==> src/rtl/decimal_id_list_parser_defines.svh <==
// ----------------------------------------------------------------------------
// decimal id list parser assertion macros
// shared assertion forms, clocked on clk and disabled during rst
// ----------------------------------------------------------------------------
`ifndef DECIMAL_ID_LIST_PARSER_DEFINES_SVH
`define DECIMAL_ID_LIST_PARSER_DEFINES_SVH

// condition holds at every edge out of reset
`define DILP_ASSERT_ALWAYS(label, cond, msg) \
  label: assert property (@(posedge clk) disable iff (rst) (cond)) else $error(msg);

// consequent holds at the same edge as the antecedent
`define DILP_ASSERT_NOW(label, ante, cons, msg) \
  label: assert property (@(posedge clk) disable iff (rst) (ante) |-> (cons)) \
    else $error(msg);

// consequent holds at the edge after the antecedent
`define DILP_ASSERT_NEXT(label, ante, cons, msg) \
  label: assert property (@(posedge clk) disable iff (rst) (ante) |=> (cons)) \
    else $error(msg);

`endif

==> src/rtl/dilp_pkg.sv <==
// ----------------------------------------------------------------------------
// decimal id list parser package
// parse modes, status codes, character constants and sizing
// ----------------------------------------------------------------------------
`default_nettype none

package dilp_pkg;

  // default id width
  localparam int ID_BITS_DEFAULT = 24;

  // register widths and register indexes
  localparam int VOCAB_W    = 25;
  localparam int CAP_W      = 16;
  localparam int CFG_DATA_W = 25;
  localparam int CFG_IDX_W  = 1;
  localparam logic [CFG_IDX_W-1:0] REG_VOCAB_SIZE  = 1'b0;
  localparam logic [CFG_IDX_W-1:0] REG_ID_CAPACITY = 1'b1;

  // register reset values
  localparam logic [VOCAB_W-1:0] VOCAB_RESET = 25'h100_0000;
  localparam logic [CAP_W-1:0]   CAP_RESET   = 16'hFFFF;

  // result queue sizing
  localparam int QDEPTH  = 4;
  localparam int QPTR_W  = 2;
  localparam int QCOUNT_W = 3;

  // character classes
  localparam logic [7:0] CHAR_SPACE = 8'h20;
  localparam logic [7:0] CHAR_ZERO  = 8'h30;
  localparam logic [7:0] CHAR_NINE  = 8'h39;
  localparam int         RADIX      = 10;

  // result kinds
  localparam logic KIND_ID     = 1'b0;
  localparam logic KIND_STATUS = 1'b1;

  typedef enum logic [1:0] {
    MODE_BETWEEN = 2'd0,
    MODE_TOKEN   = 2'd1,
    MODE_DONE    = 2'd2
  } mode_t;

  typedef enum logic [1:0] {
    STAT_OK     = 2'd0,
    STAT_CAPPED = 2'd1,
    STAT_ERROR  = 2'd2
  } status_t;

endpackage

`default_nettype wire

==> src/rtl/decimal_id_list_parser.sv <==
// a word's results are written into the result queue at the edge that accepts it
// throughput: one input word per cycle while in_ready, one result word per cycle out while out_ready
// a word that ends a token and the list at once yields two results, both
// pushed together into a four-entry result queue that sets the input stall
// reset: synchronous rst clears parse state and queue, registers to defaults
// ----------------------------------------------------------------------------
// decimal id list parser
// splits a byte stream into whitespace separated decimal ids, checks each
// against the vocabulary size and the id capacity and ends each list with a status word
// ----------------------------------------------------------------------------
`default_nettype none

`include "decimal_id_list_parser_defines.svh"

module decimal_id_list_parser #(
  parameter int ID_BITS = dilp_pkg::ID_BITS_DEFAULT
) (
  input  wire logic                           clk,
  input  wire logic                           rst,
  // configuration
  input  wire logic                           cfg_write,
  input  wire logic [dilp_pkg::CFG_IDX_W-1:0] cfg_index,
  input  wire logic [dilp_pkg::CFG_DATA_W-1:0] cfg_data,
  // input channel
  input  wire logic                           in_valid,
  output logic                                in_ready,
  input  wire logic [7:0]                     data_byte,
  input  wire logic                           has_byte,
  input  wire logic                           end_of_list,
  // result channel
  output logic                                out_valid,
  input  wire logic                           out_ready,
  output logic                                result_kind,
  output logic [ID_BITS-1:0]                  id_value,
  output logic [1:0]                          final_status,
  output logic [dilp_pkg::CAP_W-1:0]          id_count,
  output logic                                last_result
);

  // widths of the vocabulary limit, the scaled value and the compare
  localparam int VW = (ID_BITS + 1 > dilp_pkg::VOCAB_W) ? ID_BITS + 1 : dilp_pkg::VOCAB_W;
  localparam int MW = ID_BITS + 4;
  localparam int CW = (VW > MW) ? VW : MW;
  localparam logic [VW-1:0] VOCAB_LIM = VW'(1) << ID_BITS;

  typedef struct packed {
    logic                         kind;
    logic [ID_BITS-1:0]           id;
    dilp_pkg::status_t            stat;
    logic [dilp_pkg::CAP_W-1:0]   cnt;
    logic                         last;
  } result_t;

  // configuration registers
  logic [dilp_pkg::VOCAB_W-1:0] vocab_size;
  logic [dilp_pkg::CAP_W-1:0]   id_capacity;

  // parse state
  dilp_pkg::mode_t             mode, mode_next;
  logic [ID_BITS-1:0]          accum, accum_next;
  logic [dilp_pkg::CAP_W-1:0]  ids_done, ids_done_next;
  dilp_pkg::status_t           held, held_next;

  // result queue
  result_t                        queue [dilp_pkg::QDEPTH];
  logic [dilp_pkg::QPTR_W-1:0]    head, tail;
  logic [dilp_pkg::QCOUNT_W-1:0]  count;

  logic                        accept, pop;
  logic [VW-1:0]               vocab_eff;
  logic                        limit_hit, is_ws, is_digit;
  logic [3:0]                  digit_val;
  logic [MW-1:0]               accum_mul;
  logic                        first_over, mul_over;
  logic                        emit_id, emit_stat;
  logic [ID_BITS-1:0]          id_out;
  dilp_pkg::status_t           stat_out;
  logic [dilp_pkg::CAP_W-1:0]  cnt_out;
  result_t                     id_entry, stat_entry, entry_a;
  logic                        push_a, push_b;

  assign accept = in_valid && in_ready;
  assign pop    = out_valid && out_ready;

  // configuration writes
  always_ff @(posedge clk) begin
    if (rst) begin
      vocab_size  <= dilp_pkg::VOCAB_RESET;
      id_capacity <= dilp_pkg::CAP_RESET;
    end else if (cfg_write) begin
      unique case (cfg_index)
        dilp_pkg::REG_VOCAB_SIZE:  vocab_size  <= cfg_data[dilp_pkg::VOCAB_W-1:0];
        dilp_pkg::REG_ID_CAPACITY: id_capacity <= cfg_data[dilp_pkg::CAP_W-1:0];
        default: ;
      endcase
    end
  end

  // effective limit and byte classes
  assign vocab_eff = (VW'(vocab_size) > VOCAB_LIM) ? VOCAB_LIM : VW'(vocab_size);
  assign limit_hit = (mode != dilp_pkg::MODE_DONE) &&
                     ((vocab_eff == '0) || (id_capacity == '0));
  assign is_ws     = data_byte <= dilp_pkg::CHAR_SPACE;
  assign is_digit  = (data_byte >= dilp_pkg::CHAR_ZERO) && (data_byte <= dilp_pkg::CHAR_NINE);
  assign digit_val = data_byte[3:0];

  // value times ten plus the new digit
  assign accum_mul  = (MW'(accum) << 3) + (MW'(accum) << 1) + MW'(digit_val);
  assign first_over = CW'(digit_val) >= CW'(vocab_eff);
  assign mul_over   = CW'(accum_mul) >= CW'(vocab_eff);

  // next parse state and the results of the word
  always_comb begin
    mode_next     = mode;
    accum_next    = accum;
    ids_done_next = ids_done;
    held_next     = held;
    emit_id       = 1'b0;
    emit_stat     = 1'b0;
    id_out        = accum;
    stat_out      = dilp_pkg::STAT_OK;
    cnt_out       = ids_done;
    if (accept) begin
      if (limit_hit) begin
        mode_next = dilp_pkg::MODE_DONE;
        held_next = dilp_pkg::STAT_ERROR;
      end
      if (has_byte && (mode_next != dilp_pkg::MODE_DONE)) begin
        if (mode_next == dilp_pkg::MODE_BETWEEN) begin
          if (!is_ws) begin
            priority if (ids_done >= id_capacity) begin
              mode_next = dilp_pkg::MODE_DONE;
              held_next = dilp_pkg::STAT_CAPPED;
            end else if (is_digit && !first_over) begin
              accum_next = ID_BITS'(digit_val);
              mode_next  = dilp_pkg::MODE_TOKEN;
            end else begin
              mode_next = dilp_pkg::MODE_DONE;
              held_next = dilp_pkg::STAT_ERROR;
            end
          end
        end else begin
          priority if (is_ws) begin
            emit_id       = 1'b1;
            id_out        = accum;
            ids_done_next = ids_done + 1'b1;
            accum_next    = '0;
            mode_next     = dilp_pkg::MODE_BETWEEN;
          end else if (is_digit && !mul_over) begin
            accum_next = accum_mul[ID_BITS-1:0];
          end else begin
            mode_next = dilp_pkg::MODE_DONE;
            held_next = dilp_pkg::STAT_ERROR;
          end
        end
      end
      // end of list closes an open token and reports the status
      if (end_of_list) begin
        if (mode_next == dilp_pkg::MODE_TOKEN) begin
          emit_id       = 1'b1;
          id_out        = accum_next;
          ids_done_next = ids_done_next + 1'b1;
        end
        emit_stat = 1'b1;
        if (mode_next == dilp_pkg::MODE_DONE) begin
          stat_out = held_next;
          cnt_out  = (held_next == dilp_pkg::STAT_CAPPED) ? id_capacity : ids_done_next;
        end else begin
          stat_out = dilp_pkg::STAT_OK;
          cnt_out  = ids_done_next;
        end
        mode_next     = dilp_pkg::MODE_BETWEEN;
        accum_next    = '0;
        ids_done_next = '0;
        held_next     = dilp_pkg::STAT_OK;
      end
    end
  end

  // result words for the queue
  always_comb begin
    id_entry        = '0;
    id_entry.kind   = dilp_pkg::KIND_ID;
    id_entry.id     = id_out;
    id_entry.stat   = dilp_pkg::STAT_OK;
    stat_entry      = '0;
    stat_entry.kind = dilp_pkg::KIND_STATUS;
    stat_entry.stat = stat_out;
    stat_entry.cnt  = cnt_out;
    stat_entry.last = 1'b1;
    entry_a         = emit_id ? id_entry : stat_entry;
    push_a          = emit_id || emit_stat;
    push_b          = emit_id && emit_stat;
  end

  // parse state registers
  always_ff @(posedge clk) begin
    if (rst) begin
      mode     <= dilp_pkg::MODE_BETWEEN;
      accum    <= '0;
      ids_done <= '0;
      held     <= dilp_pkg::STAT_OK;
    end else begin
      mode     <= mode_next;
      accum    <= accum_next;
      ids_done <= ids_done_next;
      held     <= held_next;
    end
  end

  // result queue storage
  always_ff @(posedge clk) begin
    if (push_a) begin
      queue[tail] <= entry_a;
    end
    if (push_b) begin
      queue[tail + 1'b1] <= stat_entry;
    end
  end

  // result queue pointers
  always_ff @(posedge clk) begin
    if (rst) begin
      head  <= '0;
      tail  <= '0;
      count <= '0;
    end else begin
      if (pop) begin
        head <= head + 1'b1;
      end
      tail  <= tail + dilp_pkg::QPTR_W'(push_a) + dilp_pkg::QPTR_W'(push_b);
      count <= count + dilp_pkg::QCOUNT_W'(push_a) + dilp_pkg::QCOUNT_W'(push_b)
               - dilp_pkg::QCOUNT_W'(pop);
    end
  end

  // handshake and result ports
  assign in_ready     = count <= dilp_pkg::QCOUNT_W'(dilp_pkg::QDEPTH - 2);
  assign out_valid    = count != '0;
  assign result_kind  = queue[head].kind;
  assign id_value     = queue[head].id;
  assign final_status = queue[head].stat;
  assign id_count     = queue[head].cnt;
  assign last_result  = queue[head].last;

  // checks
  `DILP_ASSERT_ALWAYS(a_queue_bound, count <= dilp_pkg::QCOUNT_W'(dilp_pkg::QDEPTH), "result queue overflow")
  `DILP_ASSERT_NOW(a_done_held, mode == dilp_pkg::MODE_DONE, held != dilp_pkg::STAT_OK, "finished early with ok status")
  `DILP_ASSERT_NEXT(a_end_clears, accept && end_of_list, (mode == dilp_pkg::MODE_BETWEEN) && (ids_done == '0) && (held == dilp_pkg::STAT_OK), "state not cleared after end of list")
  `DILP_ASSERT_NOW(a_last_is_status, out_valid && last_result, result_kind == dilp_pkg::KIND_STATUS, "last word is not a status")

endmodule

`default_nettype wire
==> config.mk <==
export PLATFORM = sky130hd
export DESIGN_NAME = decimal_id_list_parser
export DESIGN_NICKNAME = d
export VERILOG_FILES = /design/src/rtl/dilp_pkg.sv /design/src/rtl/decimal_id_list_parser.sv
export VERILOG_INCLUDE_DIRS = /design/src /design/src/rtl
export SDC_FILE = /design/constraint.sdc
export NUM_CORES = 1
export LEC_CHECK = 0
export CORE_MARGIN = 10
export CORE_UTILIZATION = 35
export DETAILED_ROUTE_END_ITERATION = 6
export DONT_BUFFER_PORTS = 1
export PLACE_DENSITY = 0.47
export SETUP_SLACK_MARGIN = 0.3
export SLEW_MARGIN = 40
export SYNTH_ARGS = -nofsm -noshare
export SYNTH_HDL_FRONTEND = slang
export SYNTH_SLANG_ARGS = --single-unit
==> constraint.sdc <==
create_clock -name clk -period 17.6 [get_ports clk]
set_input_delay 4.4 -clock clk [delete_from_list [all_inputs] [get_ports clk]]
set_output_delay 4.4 -clock clk [all_outputs]
set_load 0.05 [all_outputs]
==> Yosys cells after proc, flatten, opt, wreduce, memory -nomap -nowiden <==
Memories as Yosys holds them, arrays and structs flattened. A register that Yosys moved wholly into a read port is not among the register bits.
Index checks and enable logic that the tools add are counted.
{ "totals": {"ff_bits": 92, "latch_bits": 0, "mem_bits_rw": 176, "mem_bits_ro": 0, "input_bits": 41, "out_inout_bits": 46, "wordCells": 114, "mem_count": 1} }
{ "op_classes": {"add_sub_neg": 11, "multipliers": 0, "div": 0, "magnitude_cmp": 8, "n_eq_ne": 5, "shifts": 0, "muxes": 61, "n_bitwise": 1, "reduce_logical": 18} }
{ "mem_list": {"columns": ["memory", "words", "width", "rd", "rd_clocked_by_memory_dff", "wr", "line", "text"], "rows": [
  ["queue", 4, 44, 1, 1, 2, "decimal_id_list_parser.sv:65", "result_t queue [dilp_pkg::QDEPTH];"]
]} }
{ "op_table": {"columns": ["operator", "count"], "rows": [
  ["two-way mux 24 bit", 11],
  ["two-way mux 16 bit", 10],
  ["two-way mux 2 bit", 26],
  ["two-way mux 44 bit", 1],
  ["adder 16 x 1 -> 16 bit, second input constant", 2],
  ["adder 27 x 25 -> 28 bit", 1],
  ["adder 28 x 4 -> 28 bit", 1],
  ["greater-or-equal comparator 28 x 25 -> 1 bit", 1],
  ["greater-or-equal comparator 4 x 25 -> 1 bit", 1],
  ["> comparator 25 bit, second input constant", 1],
  ["zero test 25 bit", 1],
  ["two-way mux 25 bit", 1],
  ["greater-or-equal comparator 16 bit", 1],
  ["<= comparator 8 x 6 -> 1 bit, second input constant", 2],
  ["zero test 16 bit", 1],
  ["two-way mux 1 bit", 12],
  ["greater-or-equal comparator 8 x 6 -> 1 bit, second input constant", 1],
  ["logical AND 1 bit", 8],
  ["adder 3 x 1 -> 3 bit", 2],
  ["adder 2 x 1 -> 2 bit", 2],
  ["adder 2 x 1 -> 2 bit, second input constant", 2],
  ["== test 2 x 1 -> 1 bit, second input constant", 2],
  ["inequality test 2 bit, second input constant", 2],
  ["AND reduction 2 bit", 2],
  ["other kinds (8)", 10]
]} }

==> Logic depth before layout (Yosys ltp) <==
Gate-level depths: netlist (run 1).
{ "logic_depth": {"ltp_word": 20, "mapped_depth": 29, "mapped_depth_nobuf": 28} }

==> Worst setup path before layout (run 1) <==
OpenSTA, ideal clock, no wires.
{ "synth_path": {"kind": "input to register", "startpoint": "input port data_byte[3]", "endpoint": "memory queue[0][10] (netlist bit) (enable)", "setup_ps": 377, "arrival_ps": 10174, "required_ps": 17223, "setup_slack_ps": 7049, "path_stages": 26, "n_path_buf": 1, "cell_sequence": "inv_1 -> fa_1 -> inv_1 -> fa_1 -> a211oi_1 -> o21ai_1 -> o2111ai_1 -> nand3_1 -> a211o_1 -> a21o_1 -> a31o_2 -> a21o_1 -> a21oi_1 -> xnor2_1 -> ha_1 -> nand3_1 -> nor4_1 -> a221oi_1 -> nand3_1 -> a311oi_1 -> o221ai_2 -> a21oi_2 -> nor2_1 -> buf_4 -> nor3_2 -> nand2b_1"} }
{ "synth_rtl": {"columns": ["element", "line", "text"], "rows": [
  ["from (decl)", "decimal_id_list_parser.sv:27", "input wire logic [7:0] data_byte,"],
  ["to (decl)", "decimal_id_list_parser.sv:65", null]
]} }

==> results of run 1 <==
## metal layers
metal,up-vias,GRT usage [%],wire length [um]
met5,-,0,0
met4,0,3.05,656
met3,38,3.71,2740
met2,269,26.9,20100
met1,5829,26.0,23000
li1,5827,-,-
## metrics by stage
stage                     hold slack, ps  total power (W)  util [%]
after floorplan                      418          0.00132         -
after global placement               428          0.00143      36.5
after detailed placement             436          0.00144      36.9
after CTS                            444          0.00206      39.2
after global routing                 469          0.00213      39.3
final                                441          0.00204      39.3
## logic make-up after synthesis
group	synth area share (%)
muxes	6.67
AOI/OAI and AO/OA	19.2
DFF	40.7
xor gates and xnor gates	2.89
adders and majority gates	8.67
buffers and inverters	3.81
and+or+nand+nor	18.0
## sequential cells by signal (all words and copies together) (netlist names), named ones only
| signal | cells |
|---|---|
| head | 2 |
| accum | 24 |
| id_capacity | 16 |
| vocab_size | 25 |
| queue | 172 |
| ids_done | 16 |
| mode | 2 |
| count | 3 |
| tail | 2 |
| held | 2 |
## worst min-delay path by stage
stage	startpoint	end	slack [ps]	depth (start not counted)
6_report	queue[1][0]	queue[1][0]	440	2
5_1_grt	queue[0][0]	queue[0][0]	470	2
4_1_cts	queue[1][0]	queue[1][0]	440	2
3_5_place_dp	queue[1][0]	queue[1][0]	440	2
3_3_place_gp	queue[1][0]	queue[1][0]	430	2
2_1_floorplan	queue[3][0]	queue[3][0]	420	2
## tightest hold or removal path: stages (launching register included)
cell,delay [ps]
dfxtp_1,310
nand2_1,50
nand2_1,40
## area by class of cell
class | instances | area (um2) | area share (%)
Sequential cell | 266 | 6050 | 36.7
Clock inverter | 12 | 82.6 | 0.501
Timing Repair Buffer | 22 | 236 | 1.43
Antenna cell | 2 | 5.00 | 0.0304
Clock buffer | 44 | 886 | 5.37
Multi-Input combinational cell | 1202 | 8380 | 50.9
Tap cell | 539 | 674 | 4.09
Inverter | 45 | 169 | 1.02
## cell usage in the layout, fill, tap and decap left out, drive strengths merged, types with 44 or more instances in the layout
cell    Yosys  layout
a211oi     92      92
ha         95      95
nor2      258     258
nand2     159     159
a21oi     112     112
clkbuf     84      44
edfxtp     72      72
o21ai      56      56
dfxtp     194     194
inv        45      46
a22oi      50      50
## synth_stat cells, types with 7 or more instances
library cell,number,share of area [%]
nor2_1,258,6.5
dfxtp_1,194,26
nand2_1,159,4.0
a21oi_1,110,3.7
ha_1,95,8.0
a211oi_1,88,4.4
clkbuf_1,84,2.1
edfxtp_1,72,15
a22oi_1,50,2.5
o21ai_0,46,1.5
inv_1,45,1.1
mux4_2,43,6.5
nor3_1,39,1.3
xnor2_1,31,1.8
and3_1,26,1.1
a211o_1,21,1.2
nand3_1,20,0.67
a21o_1,19,0.96
nor4_1,18,0.76
xor2_1,18,1.1
nor2b_1,14,0.59
nand4_1,11,0.46
nand2b_1,10,0.42
o21a_1,9,0.45
o21ai_1,9,0.30
a31oi_1,7,0.29
buf_1,7,0.18
or3_1,7,0.29
## power by group through the flow
stage | clock network (W) | logic [W] | registers, W
after global routing | 0.000655 | 0.000682 | 0.000797
after floorplan | 0 | 0.000540 | 0.000777
after detailed placement | 0 | 0.000645 | 0.000797
final | 0.000616 | 0.000638 | 0.000785
after global placement | 0 | 0.000636 | 0.000794
after CTS | 0.000633 | 0.000645 | 0.000785
==> run metrics, run 1 <==
status completed; number of search-and-repair iterations in the first detailed-routing pass 7; boundary pin count 87; critical register-to-register path startpoint accum[0]; number of nets still failing antenna checks after routing 0; reg-to-reg critical path endpoint queue[1][11]; DP Cell Count 2073; Die Footprint approximately 51000 um2; Most used DFF post-synth dfxtp_1; number of buffers inserted during clock tree synthesis 31; maximum number of pins on one net before global-route repair 94; Worst path top cell family by delay compound AO/OA/AOI/OAI gates; clk sinks between 200 and 300; Total Wirelength 46500 um; number of nets in the final layout about 1.7k; Slowest Stage Delay on Critical Path approximately 540 ps; wire length of the first global-routing pass 71600 um; cell depth of the worst flop-to-flop path 27; routability congestion estimate from global placement ~0.9; Power Density roughly 120 nW/um2; area of the mapped netlist 14900 um2; maximum clock frequency 91.7 MHz; crit path max fanout 26; element type at the critical path start input port; number of buffers on the longest clock path 3; all-layer global routing usage 17.9%; Final Skew around 33 ps; aggregate negative setup slack 0 ps; count of mapped cells out of synthesis 1613; Root Driver clkbuf_16; clock-pin slew on the worst setup and hold paths 60 ps; number of buffers inserted to repair setup after CTS 0; share of layout cells above drive strength 1 approximately 10%; count of distinct cell types in the synthesized netlist 71; crit-path most repeated cell nand3_1; initial antenna violation count 1; critical path depth 27; worst setup margin 6690 ps; mean cell area of the mapped netlist 9.21 um2; vias about 12k; sequential share of power 38.5%; Setup Viol. Count Final 0; starting density of the core 35.4%; std cell rows 75; switching power summed over all nets 0.000774 W; Hold/Removal Path Class register to register; cell area after layout 16500 um2; number of instances resized during post-cts repair 0; data arrival time of the critical path 11120 ps; via density per instance 5.61; I/O Buffers 0; drt first-iter violations 896; flip-flop and latch count after synthesis 266; H-tree depth reported by CTS 1; portion of the post-synthesis area used by sequential elements 40.7%; Post-synth EDFFs between 70 and 80; slack of the worst reg-to-reg path 10040 ps; vias in the first global route 11.7k; internal power component roughly 0.0013 W; filler-free cell count of the finished design 2132; kind of end point of the critical path register; final global-route overflow total 0; combinational cell fraction of total power ~31%; clock power share 30.2%; Critical Path End queue[1][11]; synth warn 0; post-synth net total 1754; Final Slew Violations 0; Worst Setup Path Type input port to register; DRC violation count after routing 0; period utilization 62.0%; Buf/Inv on CP 4; CTS tree built; crit path launch data_byte[3]; area delta synth->final 10.9%; number of maximum-capacitance violations 0; setup repair after global routing missed its margin false; Placed Instance Area roughly 15000 um2; Leak Pwr 6.32 nW; Required @ worst endpoint 17810 ps; average wire per cell in the routed design 21.8 um; CP max-delay cell nand2b_2; y dimension of the die 226 um; hold buffers post-CTS 0; number of fillers in the final layout approximately 4.2k; switching share of power 38.0%; hold violation count in the final report 0; HPWL after detailed placement 33200 um; core box area 41900 um2; DP Worst Slack 6190 ps; remaining max-slew budget at the tightest pin 43.9%; share of flip-flops with an asynchronous set or reset 0%; later-pin clock latency in the skew report ~600 ps; transition at the pin with the smallest max-transition slack 838 ps; worst-case vdd ir drop 0.0803 mV; minimum clock period after layout roughly 11000 ps; die span in x 226 um
Power figures use the tool's default switching activity.
==> inputs of run 2 (changes only) <==
--- a/config.mk
+++ b/config.mk
@@ -10,7 +10,7 @@
 export CORE_UTILIZATION = 35
 export DETAILED_ROUTE_END_ITERATION = 6
 export DONT_BUFFER_PORTS = 1
-export PLACE_DENSITY = 0.47
+export PLACE_DENSITY = 0.49
 export SETUP_SLACK_MARGIN = 0.3
 export SLEW_MARGIN = 40
 export SYNTH_ARGS = -nofsm -noshare
==> constraint.sdc (replaced) <==
create_clock -name clk -period 8.9 [get_ports clk]
set_input_delay 2.225 -clock clk [delete_from_list [all_inputs] [get_ports clk]]
set_output_delay 2.225 -clock clk [all_outputs]
set_load 0.05 [all_outputs]
==> run 2 against run 1 <==
Worst setup slack got worse by 6000 ps. Hold slack improved by 1.0 ps. Utilization rose by 0.37 points. Critical path depth fell by 2. Clock power rose by 130%. Design area rose by 0.94%. Register-to-register slack got worse by 8200 ps. Via count rose by 1.8%. Critical endpoint is now queue[0][1].
==> run metrics, run 2 (synthesis results as in run 1) <==
later-pin clock latency in the skew report 610 ps (was 600 ps); hold violation count in the final report 0 (unchanged); Root Driver clkbuf_16 (unchanged); most frequent cells in the layout nor2_1 (253), dfxtp_1 (192), nand2_1 (157), a21oi_1 (110), ha_1 (95) (was nor2_1 (253), dfxtp_1 (192), nand2_1 (158), a21oi_1 (110), ha_1 (95)); y dimension of the die 226 um (unchanged); Die Footprint 51100 um2 (unchanged); transition at the pin with the smallest max-transition slack 827 ps (was 838 ps); minimum clock period after layout 8230 ps; worst-case vdd ir drop 0.202 mV (was 0.0803 mV); area delta synth->final 12.0% (was 10.9%); std cell rows 75 (unchanged); cell area after layout 16600 um2 (was 16500 um2); clock-pin slew on the worst setup and hold paths 60 ps (about the same); vias in the first global route 11.7k (about the same); CP max-delay cell fa_1 (was nand2b_2); share of layout cells above drive strength 1 10.7% (was 10.2%); clock power share 33.1% (was 30.2%); core box area 41900 um2 (unchanged); die span in x 226 um (unchanged); wire length of the first global-routing pass 71400 um (was 71600 um); sequential share of power 37.0% (was 38.5%); number of nets in the final layout 1721 (was 1709); Worst Setup Path Type input port to register (unchanged); starting density of the core 35.4% (unchanged); switching share of power 36.5% (was 38.0%); all-layer global routing usage 17.8% (was 17.9%); Setup Viol. Count Final 0 (unchanged); Top reg by flops queue (unchanged); data arrival time of the critical path 8540 ps (was 11120 ps); H-tree depth reported by CTS 1 (unchanged); kind of end point of the critical path register (unchanged); Leak Pwr 6.43 nW (was 6.32 nW); cell depth of the worst flop-to-flop path 25 (was 27); vias 12.2k (was 12.0k); number of buffers inserted to repair setup after CTS 0 (unchanged); setup repair after global routing missed its margin false (unchanged); routability congestion estimate from global placement 0.902 (was 0.898); Power Density 252 nW/um2 (was 124 nW/um2); Util after Layout 39.7% (was 39.3%); hold buffers post-CTS 0 (unchanged); largest registers ranked by flip-flop count queue: 172 flops, vocab_size: 25 flops, accum: 24 flops (unchanged); boundary pin count 87 (unchanged); Slowest Stage Delay on Critical Path 520 ps (was 540 ps); remaining max-slew budget at the tightest pin 44.5% (was 43.9%); clk sinks 266 (unchanged); number of buffers on the longest clock path 3 (unchanged); Hold/Removal Path Class register to register (unchanged); DRC violation count after routing 0 (unchanged); period utilization 92.5%; commonest non-fill, non-tap cell in the layout nor2_1 (unchanged); number of maximum-capacitance violations 0 (unchanged); Worst path top cell family by delay compound AO/OA/AOI/OAI gates (unchanged); CTS tree built (unchanged); I/O Buffers 0 (unchanged); HPWL after detailed placement 32900 um (was 33200 um); combinational cell fraction of total power 30.0% (was 31.3%); number of flip-flops in the largest register 172 (unchanged); maximum clock frequency 121 MHz; element type at the critical path start input port (unchanged); switching power summed over all nets 0.00153 W (was 0.000774 W); critical path depth 25 (was 27); initial antenna violation count 0 (was 1); number of nets still failing antenna checks after routing 0 (unchanged); Required @ worst endpoint 9210 ps (was 17810 ps); status completed (unchanged); Placed Instance Area 15500 um2 (about the same); internal power component 0.00266 W (was 0.00126 W); Final Skew 33.6 ps (was 33.3 ps); number of instances resized during post-cts repair 0 (unchanged); crit path max fanout 32 (was 26); Final Slew Violations 0 (unchanged); number of search-and-repair iterations in the first detailed-routing pass 5 (was 7); average wire per cell in the routed design 21.5 um (was 21.8 um); drt first-iter violations 1032 (was 896); maximum number of pins on one net before global-route repair 94 (unchanged); aggregate negative setup slack 0 ps (unchanged); hold path cells 2 (unchanged); Total Wirelength 46000 um (was 46500 um); number of fillers in the final layout 4178 (was 4197); final global-route overflow total 0 (unchanged); n_diodes 0 (was 2); via density per instance 5.69 (was 5.61); Buf/Inv on CP 3 (was 4); number of buffers inserted during clock tree synthesis 31 (unchanged)
## run 2: cell types whose count changed in the layout (fill, tap and decap cells not counted), moves of 4 or more
cell,delta
a31oi_2,+4
a31oi_4,-4
buf_4,+11
bufinv_16,+5
clkinv_2,-5
nand2b_1,+4
nand2b_2,-4
## run 2: final cells by class
| class | count | area [um2] | area share (%) |
|---|---|---|---|
| Clock buffer | 45 | 907 | 5.45 |
| Clock inverter | 12 | 210 | 1.26 |
| Inverter | 45 | 169 | 1.02 |
| Multi-Input combinational cell | 1202 | 8320 | 50.0 |
| Sequential cell | 266 | 6050 | 36.4 |
| Tap cell | 539 | 674 | 4.05 |
| Timing Repair Buffer | 34 | 313 | 1.88 |
## run 2: per-stage QoR
stage | hold WS [ps] | power, W | instances | worst slack, ps
after floorplan | 418 | 0.00261 | 1613 | 524
after global placement | 429 | 0.00282 | 2079 | 261
after detailed placement | 438 | 0.00285 | 2086 | 199
after CTS | 447 | 0.00425 | 2143 | 805
after global routing | 473 | 0.00440 | 2143 | 373
final | 442 | 0.00419 | 2143 | 665
## run 2: metal layers
| layer | track usage, % | vias up | wire length [um] |
|---|---|---|---|
| met2 | 26.4 | 328 | 19700 |
| met3 | 3.88 | 52 | 3060 |
| met5 | 0 | - | 0 |
| met1 | 25.9 | 5940 | 22400 |
| met4 | 3.74 | 0 | 865 |
| li1 | - | 5863 | - |
## run 2: final timing paths
kind                                    from     endpoint  slack (ps)
worst max-delay path            data_byte[3]  queue[0][1]         670
worst min-delay path             queue[0][0]  queue[0][0]         440
worst max register to register      accum[0]  queue[0][1]        1880
worst min register to register   queue[0][0]  queue[0][0]         440
## run 2: power by group through the flow
stage | Combinational, W | Clock, W | Sequential [W]
after detailed placement | 0.00128 | 0 | 0.00157
after global routing | 0.00135 | 0.00148 | 0.00157
final | 0.00126 | 0.00139 | 0.00155
after CTS | 0.00128 | 0.00143 | 0.00155
after floorplan | 0.00107 | 0 | 0.00154
after global placement | 0.00126 | 0 | 0.00157
## run 2: worst register-to-register path: cells and delay by family, from the launching register on
kind / cells / cell delay, ps
compound gates: 14 / 3590
xor+xnor: 1 / 470
fa+ha+maj: 3 / 1310
buf+inv: 3 / 400
flops: 1 / 390
simple gates: 4 / 560
==> inputs of run 3 (changes only) <==
--- a/config.mk
+++ b/config.mk
@@ -10,8 +10,9 @@
 export CORE_UTILIZATION = 35
 export DETAILED_ROUTE_END_ITERATION = 6
 export DONT_BUFFER_PORTS = 1
-export PLACE_DENSITY = 0.49
+export GPL_TIMING_DRIVEN = 0
 export SETUP_SLACK_MARGIN = 0.3
+export SKIP_CTS_REPAIR_TIMING = 1
 export SLEW_MARGIN = 40
 export SYNTH_ARGS = -nofsm -noshare
 export SYNTH_HDL_FRONTEND = slang
==> run 3 against run 2 <==
Die area unchanged. Cell count up 4.0%. Wire length rose by 0.63%. Clock skew shrank 18 ps. Clock-buffer cell count is 7 lower. Worst setup slack worse by 33 ps. Register-to-register slack worse by 30 ps. Non-clock buffer count rose by 87. Critical path type unchanged. Utilization grew 0.84 points. Critical endpoint is now queue[0][34]. Hold slack improved by 3.0 ps. Combinational power is 4% higher. Critical path depth did not move.
==> run metrics, run 3 (synthesis results as in run 1) <==
vias in the first global route 12.2k (was 11.7k); setup repair after global routing missed its margin false (unchanged); later-pin clock latency in the skew report 580 ps (was 610 ps); transition at the pin with the smallest max-transition slack 815 ps (was 827 ps); worst setup margin 632 ps (was 665 ps); Power Density 245 nW/um2 (was 252 nW/um2); number of nets still failing antenna checks after routing 0 (unchanged); Final Slew Violations 0 (unchanged); Root Driver clkbuf_16 (unchanged); kind of end point of the critical path register (unchanged); wire length of the first global-routing pass 71400 um (about the same); Top reg by flops queue (unchanged); hold path cells 2 (unchanged); die span in x 226 um (unchanged); share of layout cells above drive strength 1 10.8% (was 10.7%); Die Footprint 51100 um2 (unchanged); Hold/Removal Path Class register to register (unchanged); routability congestion estimate from global placement 0.903 (was 0.902); Leak Pwr 6.55 nW (was 6.43 nW); clk sinks 266 (unchanged); data arrival time of the critical path 8750 ps (was 8540 ps); Setup Viol. Count Final 0 (unchanged); Placed Instance Area 15600 um2 (was 15500 um2); starting density of the core 35.4% (unchanged); average wire per cell in the routed design 20.8 um (was 21.5 um); Final Skew 15.2 ps (was 33.6 ps); number of nets in the final layout 1807 (was 1721); worst-case vdd ir drop 0.141 mV (was 0.202 mV); via density per instance 5.67 (was 5.69); largest registers ranked by flip-flop count queue: 172 flops, vocab_size: 25 flops, accum: 24 flops (unchanged); minimum clock period after layout 8270 ps (was 8230 ps); startpoint of the most critical hold path queue[1][0] (was queue[0][0]); commonest non-fill, non-tap cell in the layout nor2_1 (unchanged); number of buffers on the longest clock path 3 (unchanged); number of buffers inserted during clock tree synthesis 30 (was 31); reg-to-reg critical path endpoint queue[0][34] (was queue[0][1]); switching share of power 37.7% (was 36.5%); critical register-to-register path startpoint accum[0] (unchanged); hold violation count in the final report 0 (unchanged); y dimension of the die 226 um (unchanged); Required @ worst endpoint 9390 ps (was 9210 ps); I/O Buffers 0 (unchanged); number of search-and-repair iterations in the first detailed-routing pass 6 (was 5); element type at the critical path start input port (unchanged); most frequent cells in the layout nor2_1 (257), dfxtp_1 (194), nand2_1 (159), a21oi_1 (107), ha_1 (95) (was nor2_1 (253), dfxtp_1 (192), nand2_1 (157), a21oi_1 (110), ha_1 (95)); cell area after layout 17000 um2 (was 16600 um2); slack of the worst reg-to-reg path 1850 ps (was 1880 ps); period utilization 92.9% (was 92.5%); number of flip-flops in the largest register 172 (unchanged); HPWL after detailed placement 34700 um (was 32900 um); vias 12.6k (was 12.2k); maximum clock frequency 121 MHz (about the same); final global-route overflow total 0 (unchanged); core box area 41900 um2 (unchanged); n_diodes 0 (unchanged); area delta synth->final 14.3% (was 12.0%); Total Wirelength 46300 um (was 46000 um); clock-pin slew on the worst setup and hold paths 60 ps (about the same); maximum number of pins on one net before global-route repair 19 (was 94); DP Worst Slack -762 ps (was 199 ps); sequential share of power 37.2% (was 37.0%); number of maximum-capacitance violations 0 (unchanged); H-tree depth reported by CTS 1 (unchanged); DRC violation count after routing 0 (unchanged); std cell rows 75 (unchanged); total power 0.00416 W (was 0.00419 W); boundary pin count 87 (unchanged); clock power share 31.4% (was 33.1%); cell depth of the worst flop-to-flop path 25 (unchanged); CTS tree built (unchanged); number of fillers in the final layout 4092 (was 4178); internal power component 0.00259 W (was 0.00266 W); Worst Hold Path EP queue[1][0] (was queue[0][0]); all-layer global routing usage 17.7% (was 17.8%); switching power summed over all nets 0.00157 W (was 0.00153 W); drt first-iter violations 956 (was 1032); crit path max fanout 5 (was 32); status completed (unchanged); Worst Setup Path Type input port to register (unchanged); remaining max-slew budget at the tightest pin 45.5% (was 44.5%); combinational cell fraction of total power 31.4% (was 30.0%); initial antenna violation count 0 (unchanged)
run 3: stage by stage:
| stage | hold WS (ps) | utilization [%] | std cells | TNS, ps |
|---|---|---|---|---|
| final | 445 | 40.5 | 2229 | 0 |
| after global routing | 465 | 40.5 | 2229 | 0 |
| after detailed placement | 434 | 37.1 | 2152 | -110160 |
| after global placement | 430 | 37.0 | 2152 | -121370 |
| after floorplan | 418 | - | 1613 | 0 |
| after CTS | 444 | 39.6 | 2208 | -8460 |
run 3: worst max-delay path by stage:
stage	from	endpoint	slack, ps	depth (start not counted)
after detailed placement	data_byte[3]	queue[2][8]	-760	26
after CTS	data_byte[3]	queue[2][6]	-200	26
after global placement	data_byte[3]	queue[2][11]	-990	26
final	data_byte[3]	queue[0][34]	630	25
after global routing	data_byte[3]	count[1]	320	28
after floorplan	data_byte[3]	queue[2][10]	520	26
run 3: per-layer routing:
metal / vias to the layer above / wire [um] / track usage, % / part of all wire (%)
met5: - / 0 / 0 / 0
met4: 0 / 949 / 4.20 / 2.1
met3: 61 / 3480 / 3.70 / 7.5
met2: 419 / 20300 / 27.0 / 44
met1: 6138 / 21500 / 25.0 / 46
li1: 6015 / - / - / -
run 3: power by group through the flow:
stage	Combinational (W)	Clock [W]	Sequential, W
after floorplan	0.00107	0	0.00154
after global placement	0.00128	0	0.00156
after detailed placement	0.00131	0	0.00157
after CTS	0.00131	0.00132	0.00154
after global routing	0.00140	0.00138	0.00157
final	0.00131	0.00131	0.00155
run 3: critical path, stage by stage:
cell and delay (ps):
inv_1 30, fa_1 520, inv_1 70, fa_1 480, a211oi_1 300, o21ai_1 220
o2111ai_2 260, nand3_1 170, a211o_1 290, a21o_1 200, a31o_2 270, a21o_1 170
a21oi_1 160, xnor2_1 190, ha_1 300, nand3_1 130, nor4_2 80, a221oi_1 310
nand3_1 160, a311oi_1 310, o221ai_2 260, a21o_1 330, a21oi_1 580, a32oi_1 390
a211oi_1 310
run 3: layout make-up:
cell class | count | area (um2) | area share (%)
multi-input combinational | 1202 | 8420 | 49.5
timing repair buffer | 21 | 208 | 1.22
inverter | 45 | 169 | 0.994
clock inverter | 18 | 205 | 1.21
sequential | 266 | 6050 | 35.6
clock buffer | 38 | 853 | 5.02
buffer | 100 | 417 | 2.45
tap | 539 | 674 | 3.97
